<file path="src/rtl/ppmsm_pkg.sv">
package ppmsm_pkg;

    // Slot store geometry
    localparam int SLOTS   = 10;
    localparam int SLOT_AW = $clog2(SLOTS);
    localparam int CNT_W   = 4;
    localparam logic [CNT_W:0] SLOTS_EXT = (CNT_W + 1)'(SLOTS);

    // Slots read by a mix
    localparam logic [SLOT_AW-1:0] ADDR_A = SLOT_AW'(1);
    localparam logic [SLOT_AW-1:0] ADDR_B = SLOT_AW'(2);
    localparam logic [SLOT_AW-1:0] ADDR_C = SLOT_AW'(4);

    // Commands
    localparam logic CMD_CAPTURE = 1'b0;
    localparam logic CMD_MIX     = 1'b1;

    // Configuration register indexes
    localparam int CFG_IDX_W = 2;
    localparam logic [CFG_IDX_W-1:0] CFG_SYNC_THR  = 2'd0;
    localparam logic [CFG_IDX_W-1:0] CFG_MIN_ANGLE = 2'd1;
    localparam logic [CFG_IDX_W-1:0] CFG_MAX_ANGLE = 2'd2;

    localparam logic [15:0] SYNC_THR_RST  = 16'd2050;
    localparam logic [11:0] MIN_ANGLE_RST = 12'd1300;
    localparam logic [11:0] MAX_ANGLE_RST = 12'd2300;

    // Mixer arithmetic, signed with headroom over two 16-bit operands
    localparam int MIX_W = 19;
    localparam logic signed [MIX_W-1:0] BASE_OFS = 19'sd300;
    localparam logic signed [MIX_W-1:0] CENTRE   = 19'sd1000;
    localparam logic signed [MIX_W-1:0] TRIM     = 19'sd500;

    localparam logic [2:0] SERVO_LAST = 3'd4;

    typedef struct packed {
        logic        cmd;
        logic [15:0] pulse_width;
    } t_in;

    typedef struct packed {
        logic [2:0]  servo_index;
        logic [11:0] angle_x20;
        logic        last;
    } t_out;

    typedef enum logic [2:0] {
        S_IDLE,
        S_RD_B,
        S_RD_C,
        S_CALC,
        S_EMIT
    } t_state;

endpackage

</file>
<file path="src/rtl/ppm_capture_servo_mixer.sv">
// Channel   Direction  Handshake          Payload
// input     in         i_valid / o_ready  i_data  (ppmsm_pkg::t_in)
// result    out        o_valid / i_ready  o_data  (ppmsm_pkg::t_out)
// config    in         i_cfg_we           i_cfg_idx, i_cfg_wdata
//
// Captures are accepted back to back.
// A mix blocks the input in S_RD_B, S_RD_C and S_CALC while slots 1, 2 and 4 are read
// through the single read port of the slot memory, then emits five results at one per
// cycle while the output is not stalled; the next mix is taken once the block is back
// in S_IDLE; captures are accepted during the emission.
// Reset is synchronous and clears control state and per-slot valid bits at once.
// A stalled result holds in the output register and emission waits behind it.
module ppm_capture_servo_mixer (
    input  logic                                 i_clk,
    input  logic                                 i_rst_n,
    input  logic                                 i_valid,
    output logic                                 o_ready,
    input  ppmsm_pkg::t_in                       i_data,
    output logic                                 o_valid,
    input  logic                                 i_ready,
    output ppmsm_pkg::t_out                      o_data,
    input  logic                                 i_cfg_we,
    input  logic [ppmsm_pkg::CFG_IDX_W-1:0]      i_cfg_idx,
    input  logic [15:0]                          i_cfg_wdata
);

    // Configuration
    logic [15:0] r_sync_thr;
    logic [11:0] r_min_angle;
    logic [11:0] r_max_angle;

    // Frame tracking
    logic [ppmsm_pkg::CNT_W-1:0] r_slot_count;
    logic                        r_frame_active;

    // Slot memory
    logic [15:0]                  r_slot_mem [ppmsm_pkg::SLOTS];
    logic [ppmsm_pkg::SLOTS-1:0]  r_slot_vld;
    logic [15:0]                  r_rd_data;
    logic                         r_rd_vld;
    logic [ppmsm_pkg::SLOT_AW-1:0] rd_addr;
    logic [15:0]                  rd_eff;

    // Sequencer
    ppmsm_pkg::t_state r_state, n_state;
    logic [2:0]        r_emit_idx, n_emit_idx;
    logic [15:0]       r_a, n_a, r_b, n_b, r_c, n_c;
    logic              r_out_valid, n_out_valid;
    ppmsm_pkg::t_out   r_out, n_out;

    logic in_acc, mix_acc, cap_acc, out_free;

    // Capture path
    logic                        cap_sync, cap_active, wr_en;
    logic [ppmsm_pkg::CNT_W-1:0] cap_cnt;
    logic [ppmsm_pkg::CNT_W:0]   cap_next;

    // Mixer
    logic        [15:0]                 mix_d;
    logic signed [ppmsm_pkg::MIX_W-1:0] c_s, d_s, mix_v, lo_s, hi_s, clamp_v;

    assign o_ready = (r_state == ppmsm_pkg::S_IDLE) ||
                     (r_state == ppmsm_pkg::S_EMIT && i_data.cmd == ppmsm_pkg::CMD_CAPTURE);
    assign in_acc   = i_valid && o_ready;
    assign mix_acc  = in_acc && i_data.cmd == ppmsm_pkg::CMD_MIX;
    assign cap_acc  = in_acc && i_data.cmd == ppmsm_pkg::CMD_CAPTURE;
    assign out_free = !r_out_valid || i_ready;

    assign o_valid = r_out_valid;
    assign o_data  = r_out;

    // A sync pulse restarts the frame at slot 0
    assign cap_sync   = i_data.pulse_width > r_sync_thr;
    assign cap_active = cap_sync || r_frame_active;
    assign cap_cnt    = cap_sync ? '0 : r_slot_count;
    assign cap_next   = {1'b0, cap_cnt} + 1'b1;
    assign wr_en      = cap_acc && cap_active && ({1'b0, cap_cnt} < ppmsm_pkg::SLOTS_EXT);

    always_ff @(posedge i_clk) begin
        if (!i_rst_n) begin
            r_sync_thr  <= ppmsm_pkg::SYNC_THR_RST;
            r_min_angle <= ppmsm_pkg::MIN_ANGLE_RST;
            r_max_angle <= ppmsm_pkg::MAX_ANGLE_RST;
        end else if (i_cfg_we) begin
            case (i_cfg_idx)
                ppmsm_pkg::CFG_SYNC_THR:  r_sync_thr  <= i_cfg_wdata;
                ppmsm_pkg::CFG_MIN_ANGLE: r_min_angle <= i_cfg_wdata[11:0];
                ppmsm_pkg::CFG_MAX_ANGLE: r_max_angle <= i_cfg_wdata[11:0];
                default: ;
            endcase
        end
    end

    always_ff @(posedge i_clk) begin
        if (!i_rst_n) begin
            r_slot_count   <= ppmsm_pkg::CNT_W'(1);
            r_frame_active <= 1'b0;
            r_slot_vld     <= '0;
        end else begin
            if (cap_acc && cap_active) begin
                r_frame_active <= cap_next < ppmsm_pkg::SLOTS_EXT;
                r_slot_count   <= cap_next[ppmsm_pkg::CNT_W-1:0];
            end
            if (wr_en) begin
                r_slot_vld[cap_cnt[ppmsm_pkg::SLOT_AW-1:0]] <= 1'b1;
            end
        end
    end

    // Read returns old data on a same-cycle write to the same slot
    always_ff @(posedge i_clk) begin
        if (wr_en) begin
            r_slot_mem[cap_cnt[ppmsm_pkg::SLOT_AW-1:0]] <= i_data.pulse_width;
        end
        r_rd_data <= r_slot_mem[rd_addr];
        r_rd_vld  <= r_slot_vld[rd_addr];
    end

    // A slot never written reads as zero
    assign rd_eff = r_rd_vld ? r_rd_data : '0;

    // Mix: servo 0/1 = c + d - 1200, servo 2/3 = c - d + 1800, servo 4 = c + 300
    assign mix_d = (r_emit_idx == 3'd0 || r_emit_idx == 3'd2) ? r_b : r_a;
    assign c_s   = signed'({3'b000, r_c});
    assign d_s   = signed'({3'b000, mix_d});
    assign lo_s  = signed'({7'b0000000, r_min_angle});
    assign hi_s  = signed'({7'b0000000, r_max_angle});

    always_comb begin
        case (r_emit_idx)
            3'd0, 3'd1: mix_v = c_s + ppmsm_pkg::BASE_OFS + d_s
                                - ppmsm_pkg::CENTRE - ppmsm_pkg::TRIM;
            3'd2, 3'd3: mix_v = c_s + ppmsm_pkg::BASE_OFS - d_s
                                + ppmsm_pkg::CENTRE + ppmsm_pkg::TRIM;
            default:    mix_v = c_s + ppmsm_pkg::BASE_OFS;
        endcase
        clamp_v = mix_v;
        if (clamp_v <= lo_s) clamp_v = lo_s;
        // upper limit wins when the limits cross
        if (clamp_v >= hi_s) clamp_v = hi_s;
    end

    always_ff @(posedge i_clk) begin
        if (!i_rst_n) begin
            r_state     <= ppmsm_pkg::S_IDLE;
            r_emit_idx  <= '0;
            r_out_valid <= 1'b0;
        end else begin
            r_state     <= n_state;
            r_emit_idx  <= n_emit_idx;
            r_out_valid <= n_out_valid;
        end
    end

    always_ff @(posedge i_clk) begin
        r_a   <= n_a;
        r_b   <= n_b;
        r_c   <= n_c;
        r_out <= n_out;
    end

    always_comb begin
        n_state     = r_state;
        n_emit_idx  = r_emit_idx;
        n_a         = r_a;
        n_b         = r_b;
        n_c         = r_c;
        n_out_valid = r_out_valid && !i_ready;
        n_out       = r_out;
        rd_addr     = ppmsm_pkg::ADDR_A;
        case (r_state)
            ppmsm_pkg::S_IDLE: begin
                if (mix_acc) n_state = ppmsm_pkg::S_RD_B;
            end
            ppmsm_pkg::S_RD_B: begin
                n_a     = rd_eff;
                rd_addr = ppmsm_pkg::ADDR_B;
                n_state = ppmsm_pkg::S_RD_C;
            end
            ppmsm_pkg::S_RD_C: begin
                n_b     = rd_eff;
                rd_addr = ppmsm_pkg::ADDR_C;
                n_state = ppmsm_pkg::S_CALC;
            end
            ppmsm_pkg::S_CALC: begin
                n_c        = rd_eff;
                n_emit_idx = '0;
                n_state    = ppmsm_pkg::S_EMIT;
            end
            ppmsm_pkg::S_EMIT: begin
                if (out_free) begin
                    n_out_valid       = 1'b1;
                    n_out.servo_index = r_emit_idx;
                    n_out.angle_x20   = clamp_v[11:0];
                    n_out.last        = r_emit_idx == ppmsm_pkg::SERVO_LAST;
                    if (r_emit_idx == ppmsm_pkg::SERVO_LAST) begin
                        n_state = ppmsm_pkg::S_IDLE;
                    end else begin
                        n_emit_idx = r_emit_idx + 3'd1;
                    end
                end
            end
            default: n_state = ppmsm_pkg::S_IDLE;
        endcase
    end

`ifndef SYNTHESIS
    a_read_blocks_input: assert property (@(posedge i_clk) disable iff (!i_rst_n)
        (r_state == ppmsm_pkg::S_RD_B || r_state == ppmsm_pkg::S_RD_C ||
         r_state == ppmsm_pkg::S_CALC) |-> !o_ready)
        else $error("input accepted while mix slots are being read");

    a_mix_starts_read: assert property (@(posedge i_clk) disable iff (!i_rst_n)
        mix_acc |=> r_state == ppmsm_pkg::S_RD_B)
        else $error("mix transaction did not start the slot reads");

    a_last_is_servo4: assert property (@(posedge i_clk) disable iff (!i_rst_n)
        o_valid |-> (o_data.last == (o_data.servo_index == ppmsm_pkg::SERVO_LAST)))
        else $error("last flag out of step with servo index");

    a_active_count: assert property (@(posedge i_clk) disable iff (!i_rst_n)
        r_frame_active |-> ({1'b0, r_slot_count} < ppmsm_pkg::SLOTS_EXT))
        else $error("slot counter beyond store while frame active");
`endif

endmodule

</file>
<file path="config.mk">
export PLATFORM = sky130hd
export DESIGN_NAME = ppm_capture_servo_mixer
export DESIGN_NICKNAME = d
export VERILOG_FILES = /design/src/rtl/ppmsm_pkg.sv /design/src/rtl/ppm_capture_servo_mixer.sv
export SDC_FILE = /design/constraint.sdc
export NUM_CORES = 1
export LEC_CHECK = 0
export BUFFER_PORTS_ARGS = -buffer_cell sky130_fd_sc_hd__buf_2
export CAP_MARGIN = 25
export CELL_PAD_IN_SITES_DETAIL_PLACEMENT = 0
export CELL_PAD_IN_SITES_GLOBAL_PLACEMENT = 1
export CORE_UTILIZATION = 30
export CTS_CLUSTER_DIAMETER = 150
export DETAILED_ROUTE_END_ITERATION = 8
export GPL_TIMING_DRIVEN = 0
export PLACE_DENSITY_LB_ADDON = 0.08
export RECOVER_POWER = 25
export SLEW_MARGIN = 30
export SYNTH_ARGS = -nofsm -noshare
export SYNTH_HDL_FRONTEND = slang
export SYNTH_SLANG_ARGS = --single-unit
</file>
<file path="constraint.sdc">
create_clock -name i_clk -period 9.7 [get_ports i_clk]
set_input_delay 1.455 -clock i_clk [delete_from_list [all_inputs] [get_ports i_clk]]
set_output_delay 1.455 -clock i_clk [all_outputs]
set_load 0.02 [all_outputs]
</file>
# ---- After elaboration in Yosys (flattened, before gate mapping)
# Memories as Yosys holds them, arrays and structs flattened. A register that Yosys moved wholly into a read port is not among the register bits.
# Cells that the tools add are included.
dict set report totals {
  reg_bits 127
  mem_bits_rw 160
  in_bits 40
  memories 1
}
# memory depth width read_ports rd_clocked_by_memory_dff write_ports line
set memory_table {}
lappend memory_table {r_slot_mem 10 16 1 1 1 ppm_capture_servo_mixer.sv:37} ;# logic [15:0] r_slot_mem [ppmsm_pkg::SLOTS];
dict set report classes {
  addsub 9
  order_cmp 8
  eq_ne 14
  muxes 22
  bitwise_logic 2
  reduce_logical 26
}
# operator count
set ops {}
lappend ops {{19-bit case mux with 2 select lines} 1}
lappend ops {{16-bit two-way mux} 2}
lappend ops {{19-bit by 10-bit adder with 19-bit output, second input constant} 1}
lappend ops {{19-bit by 11-bit adder with 19-bit output, second input constant} 1}
lappend ops {{19-bit by 17-bit adder with 19-bit output} 1}
lappend ops {{19-bit by 13-bit >= comparator with 1-bit output} 1}
lappend ops {{19-bit by 13-bit <= comparator with 1-bit output} 1}
lappend ops {{19-bit two-way mux} 1}
lappend ops {{19-bit by 10-bit subtractor with 19-bit output, second input constant} 1}
lappend ops {{19-bit by 11-bit subtractor with 19-bit output, second input constant} 1}
lappend ops {{19-bit by 17-bit subtractor with 19-bit output} 1}
lappend ops {{16-bit by 9-bit adder with 17-bit output, second input constant} 1}
lappend ops {{16-bit > comparator} 1}
lappend ops {{3-bit two-way mux} 5}
lappend ops {{3-bit case mux with 5 select lines} 1}
lappend ops {{3-bit by 2-bit == test with 1-bit output, second input constant} 4}
lappend ops {{12-bit two-way mux} 1}
lappend ops {{3-bit case mux with 2 select lines} 2}
lappend ops {{4-bit by 5-bit < comparator with 1-bit output, second input constant} 2}
lappend ops {{10-bit bitwise OR} 1}
lappend ops {{1-bit logical AND} 8}
lappend ops {{2-bit AND reduction} 4}
lappend ops {{3-bit by 1-bit == test with 1-bit output, second input constant} 2}
lappend ops {{3-bit == test, second input constant} 2}
lappend ops {{21 further kinds} 35}

# ---- Depth between registers and ports, before layout
dict set report depth {
  ltp_word 11
  mapped_depth 40
  depth_no_buf 36
}

# ---- Least setup slack after synthesis
# Ideal clock, no wire load.
dict set report synth_path {
  path_type {register to register}
  start {reg r_emit_idx[0]}
  end {reg r_out, in the netlist o_data[1], data pin}
  arrival_ps 7338
  required_ps 9441
  slack_ps 2103
  path_stages_with_launch 38
  n_path_buf 4
  synth_period_minus_slack_ps 7597
  cell_sequence {dfxtp_1 > inv_1 > ha_1 > o21ai_1 > clkbuf_1 > mux2i_1 > ha_1 > ha_1 > a21o_1 > a221o_1 > a21o_1 > a21oi_1 > xnor2_1 > nand2_1 > o221ai_1 > ha_1 > nor2b_1 > o21ai_0 > [2 not listed] > a21oi_1 > o41a_1 > buf_2 > clkbuf_1 > nand2_1 > o21ai_0 > ha_1 > nor2b_1 > o21ai_0 > a21oi_1 > o21ai_0 > a21oi_1 > o2111ai_1 > nand2_1 > or4_4 > buf_6 > and3_1 > a211o_1}
}
dict set report synth_between {
  elab_chain_len 11
  elab_cells_between_ends 19
  cone_classes {6 x add/sub; 2 x order compare; 3 x eq/ne; 4 x mux; 4 x reduce/logical}
}
# element line
set synth_rtl {}
lappend synth_rtl {{from (decl)} ppm_capture_servo_mixer.sv:46} ;# logic [2:0] r_emit_idx, n_emit_idx;
lappend synth_rtl {{from (signal assigned)} ppm_capture_servo_mixer.sv:150} ;# r_emit_idx <= n_emit_idx;
lappend synth_rtl {{3-bit by 2-bit == test with 1-bit output or 3-bit logical NOT (tied branches)} {ppm_capture_servo_mixer.sv:123, ppm_capture_servo_mixer.sv:130}}
lappend synth_rtl {{1-bit logical OR} ppm_capture_servo_mixer.sv:123} ;# assign mix_d = (r_emit_idx == 3'd0 || r_emit_idx == 3'd2) ? r_b : r_a;
lappend synth_rtl {{16-bit two-way mux} ppm_capture_servo_mixer.sv:123}
lappend synth_rtl {{19-bit by 17-bit subtractor with 19-bit output or 19-bit by 17-bit adder with 19-bit output (tied branches)} {ppm_capture_servo_mixer.sv:133, ppm_capture_servo_mixer.sv:131}}
lappend synth_rtl {{19-bit by 11-bit adder with 19-bit output or 19-bit by 11-bit subtractor with 19-bit output (tied branches)} {ppm_capture_servo_mixer.sv:134, ppm_capture_servo_mixer.sv:132}}
lappend synth_rtl {{19-bit by 10-bit adder with 19-bit output or 19-bit by 10-bit subtractor with 19-bit output (tied branches)} {ppm_capture_servo_mixer.sv:134, ppm_capture_servo_mixer.sv:132}}
lappend synth_rtl {{19-bit case mux with 2 select lines (*)} ppm_capture_servo_mixer.sv:130} ;# case (r_emit_idx)
lappend synth_rtl {{19-bit by 13-bit <= comparator with 1-bit output} ppm_capture_servo_mixer.sv:138} ;# if (clamp_v <= lo_s) clamp_v = lo_s;
lappend synth_rtl {{19-bit two-way mux (*)} ppm_capture_servo_mixer.sv:138}
lappend synth_rtl {{19-bit by 13-bit >= comparator with 1-bit output} ppm_capture_servo_mixer.sv:140} ;# if (clamp_v >= hi_s) clamp_v = hi_s;
lappend synth_rtl {{12-bit two-way mux (*)} ppm_capture_servo_mixer.sv:140}
lappend synth_rtl {{net clamp_v, one bit} ppm_capture_servo_mixer.sv:60} ;# logic signed [ppmsm_pkg::MIX_W-1:0] c_s, d_s, mix_v, lo_s, hi_s, clamp_v;
lappend synth_rtl {{to (signal assigned)} ppm_capture_servo_mixer.sv:159} ;# r_out <= n_out;
lappend synth_rtl {{to (decl)} ppm_capture_servo_mixer.sv:49} ;# ppmsm_pkg::t_out r_out, n_out;
# Mark *: on every way through the listed nets, which the timed path passes. The rest lies on a longest branch.
# A chain may end at the register's enable or synchronous reset.

# ---- Worst setup path after layout
dict set report layout_path {
  start {reg r_emit_idx[1]}
  end {reg r_out, in the netlist o_data[8], data pin}
}
# Same word-level chain as after synthesis.

==> results.md <==
- Status: finished, final reports clean
- Most used DFF post-synth: edfxtp_1
- Final worst path period need: just under 9000 ps
- CP delay by family, top: compound AO/OA/AOI/OAI gates
- Yosys top cell by area: edfxtp_1
- Fin crit share: roughly 92%
- Crit Path Max Fanout: 10
- Worst-margin pin slew: 903 ps
- H-tree depth: 4
- Largest net degree at the start of global routing: 21
- Top Ports: 58
- NumNets Final: ~1300
- Synthesized area: 10700 um^2
- Critical Path End Type: register
- DRC: 0
- Switching Fraction: between 30% and 40%
- Peak VDD IR: 0.127 mV
- CP dominant cell by count: ha_1
- Comb power frac: 29.6%
- Fraction of registers with async set/reset: 0%
- Setup Buffers After CTS: 0
- Syn_nets: 1230
- DRT antenna net count: 0
- Final hold vios: 0
- Fin Setup TNS: 0 ps
- Flop pwr share: 39.9%
- Post-synth EDFFs: 112
- Required time worst endpoint: 9870 ps
- CP arrival: 9120 ps
- Dpl cells: approximately 1600
- Max-slew violation count: 0
- Compound-Gate Fraction of Synth Area: 15.9%
- Unrepaired setup endpoints after global routing: no
- Drt first pass iters: 5
- Post-Synth Adder-Cell Area: 14.1%
- IO Port Bufs: 56
- TritonCTS buffer count: 17
- Final non-filler cell total: 1618
- Clk_skew: about 8.5 ps
- Setup-failing EPs final: 0
- Synth Area in XOR/XNOR: 3.11%
- Mean Syn Cell Area: 9.98 um^2
- Final WL: 29100 um
- Worst Setup Start Kind: register
- Core area: 34800 um^2
- Antenna cells: 0
- Flops & latches, synth: 184
- Psw: 0.767 mW
- Max frequency: approximately 110 MHz
- Antenna violations before repair: 0
- CP Launch Point: r_emit_idx[1]$_SDFFE_PN0P_
- Worst-path clk slew: 70 ps
- CTS Sinks: 184
- Slew HR: 39.8%
- Share of cells above drive strength 1: 9.80%
- Clock share of power: roughly 31%
- Leakage: 4.80 nW
- GRT overflow: 0
- CTS Buffer Depth: 2
- Synthesis Warnings: 0
- Synth Area in Simple Gates: roughly 14%
- CTS Hold Buffers Added: 0
- P&R area growth vs syn: 14.1%
- GRT Util Overall: 16.7%
- Crit Reg-Reg Startpoint: r_emit_idx[1]$_SDFFE_PN0P_
- Crit path buffers/inverters: 6
- Post-DP HPWL: between 20000 and 25000 um
- Root Buffer: clkbuf_16
- Top-area cell type share of the netlist area: between 30% and 40%
- Hold Crit Class: reg -> reg
- Max incr delay on CP: 460 ps
- Via-to-Cell Ratio: 4.80
- PD cells: ~190 nW/um^2
- FILL cells: 3580
- Worst-skew pair later-pin latency: 450 ps
- CTS tree: yes
- Post-CTS Resized: 0
- Initial DRC count: about 360
- Mux contribution to synthesized area: 2.92%
- Pint: between 1 and 1.5 mW
- Vias: 7763
- Starting Density: a little under a third
- Die area: 36400 um^2
- Max_cap viols: 0
- Largest family of logic cells by synthesized area: compound AO/OA/AOI/OAI gates
- Synth Instances: 1071
- First-pass GRT wire length: 45400 um
- Row Count: between 60 and 70
- Netlist cell types: between 60 and 70
- Die Wd: 191 um
- Hold Startpoint: r_slot_mem[1][7]$_DFFE_PP_
- Vias in the first global route: about 7600
- Critical path class: reg -> reg
- Synth area leaders: edfxtp_1 (31%), ha_1 (14%), dfxtp_1 (13%)
- Crit-path slowest cell: o21ai_2
- GPL Wtd Cong: 0.833
- Die Height: approximately 190 um
- Wire length per cell: 18.0 um
- Sequential area share after synthesis: between 40% and 50%
-- worst min-delay path, stage by stage, from the launching register on --
cell and delay [ps]:
edfxtp_1 320, nand2_1 40, nand2_1 50
-- layout make-up --
cell class              count  area [um^2]  area share [%]
plain buffers              38          168            1.37
clock buffers              19          454            3.72
clock inverters            13          125            1.03
inverters                  94          353            2.89
multi-input cells         755         5380            44.1
flip-flops and latches    184         4800            39.4
well taps                 455          569            4.67
repair buffers             60          340            2.79
-- power by group through the flow --
stage / sequential [mW] / clock (mW) / combinational, mW
floorplan: 0.916 / 0 / 0.464
global placement: 0.921 / 0 / 0.667
detailed placement: 0.921 / 0 / 0.672
CTS: 0.903 / 0.711 / 0.677
global route: 0.908 / 0.743 / 0.757
finish: 0.903 / 0.691 / 0.669
-- registers in the layout, summed over array words and instances, names as in the netlist, 12 cells and up --
register	count
r_slot_mem	48
r_min_angle	12
r_max_angle	12
r_b	16
r_sync_thr	16
r_a	16
o_data	16
r_c	16
r_rd_data	16
-- kinds of logic (layout without fill, tap and decap cells) --
family | count (synthesis) | after routing
and+or+nand+nor | 313 | 313
AOI/OAI and AO/OA | 255 | 255
DFF | 184 | 184
buffers and inverters | 132 | 224
adders and majority gates | 119 | 119
xor gates and xnor gates | 38 | 38
muxes | 30 | 30
-- Yosys cell counts, types with 5 or more instances --
| master | number |
|---|---|
| a31oi_1 | 6 |
| mux2i_1 | 21 |
| edfxtp_1 | 112 |
| nand2_1 | 148 |
| o211ai_1 | 18 |
| clkbuf_1 | 29 |
| and3_1 | 10 |
| a21o_1 | 16 |
| inv_1 | 94 |
| xor2_1 | 17 |
| nor3b_1 | 6 |
| a21oi_1 | 53 |
| nand3b_1 | 13 |
| nand3_1 | 27 |
| nor2_1 | 34 |
| nor3_1 | 7 |
| a211oi_1 | 5 |
| o221ai_1 | 7 |
| a22oi_1 | 10 |
| dfxtp_1 | 72 |
| o21a_1 | 12 |
| and2_1 | 27 |
| ha_1 | 117 |
| o21ai_0 | 53 |
| nor2b_1 | 11 |
| nand4_1 | 11 |
| a21boi_0 | 31 |
| xnor2_1 | 21 |
| mux2_2 | 9 |
| o311ai_1 | 11 |
-- through the flow --
step	utilization, %	hold slack, ps	worst slack [ps]	cell area, um^2	total power, mW
after floorplan	-	415	2100	10700	1.38
after global placement	33.1	427	96.9	11500	1.59
after detailed placement	33.4	425	198	11600	1.59
after CTS	35.1	444	143	12200	2.29
after global routing	35.0	479	39.1	12200	2.41
final	35.0	439	750	12200	2.26
-- worst paths after layout --
kind | to | slack [ps] | cells after the start
hold / removal | r_rd_data[7]$_DFF_P_ | 440 | 2
setup reg to reg | o_data[8]$_DFFE_PP_ | 750 | 35
setup / recovery | o_data[8]$_DFFE_PP_ | 750 | 35
hold reg to reg | r_rd_data[7]$_DFF_P_ | 440 | 2
-- placed cells by master (no fill, tap or decap), types with 12 or more instances in the layout --
cell type,count
nand2_1,148
ha_1,117
edfxtp_1,112
inv_1,94
dfxtp_1,72
a21oi_1,53
o21ai_0,53
buf_2,51
clkbuf_1,37
nor2_1,33
a21boi_0,31
nand3_1,27
xnor2_1,21
mux2i_1,21
o211ai_1,18
clkbuf_16,18
xor2_1,17
and2_0,17
a21o_1,16
nand3b_1,13
o21a_1,12
-- layer usage --
metal	vias to the layer above	share of wire [%]	GRT usage (%)
met3	17	2.7	2.50
met2	101	44	25.5
met1	3663	52	24.3
met5	-	0	0
met4	0	1.5	4.98
li1	3982	-	-
Power figures use the tool's default switching activity.
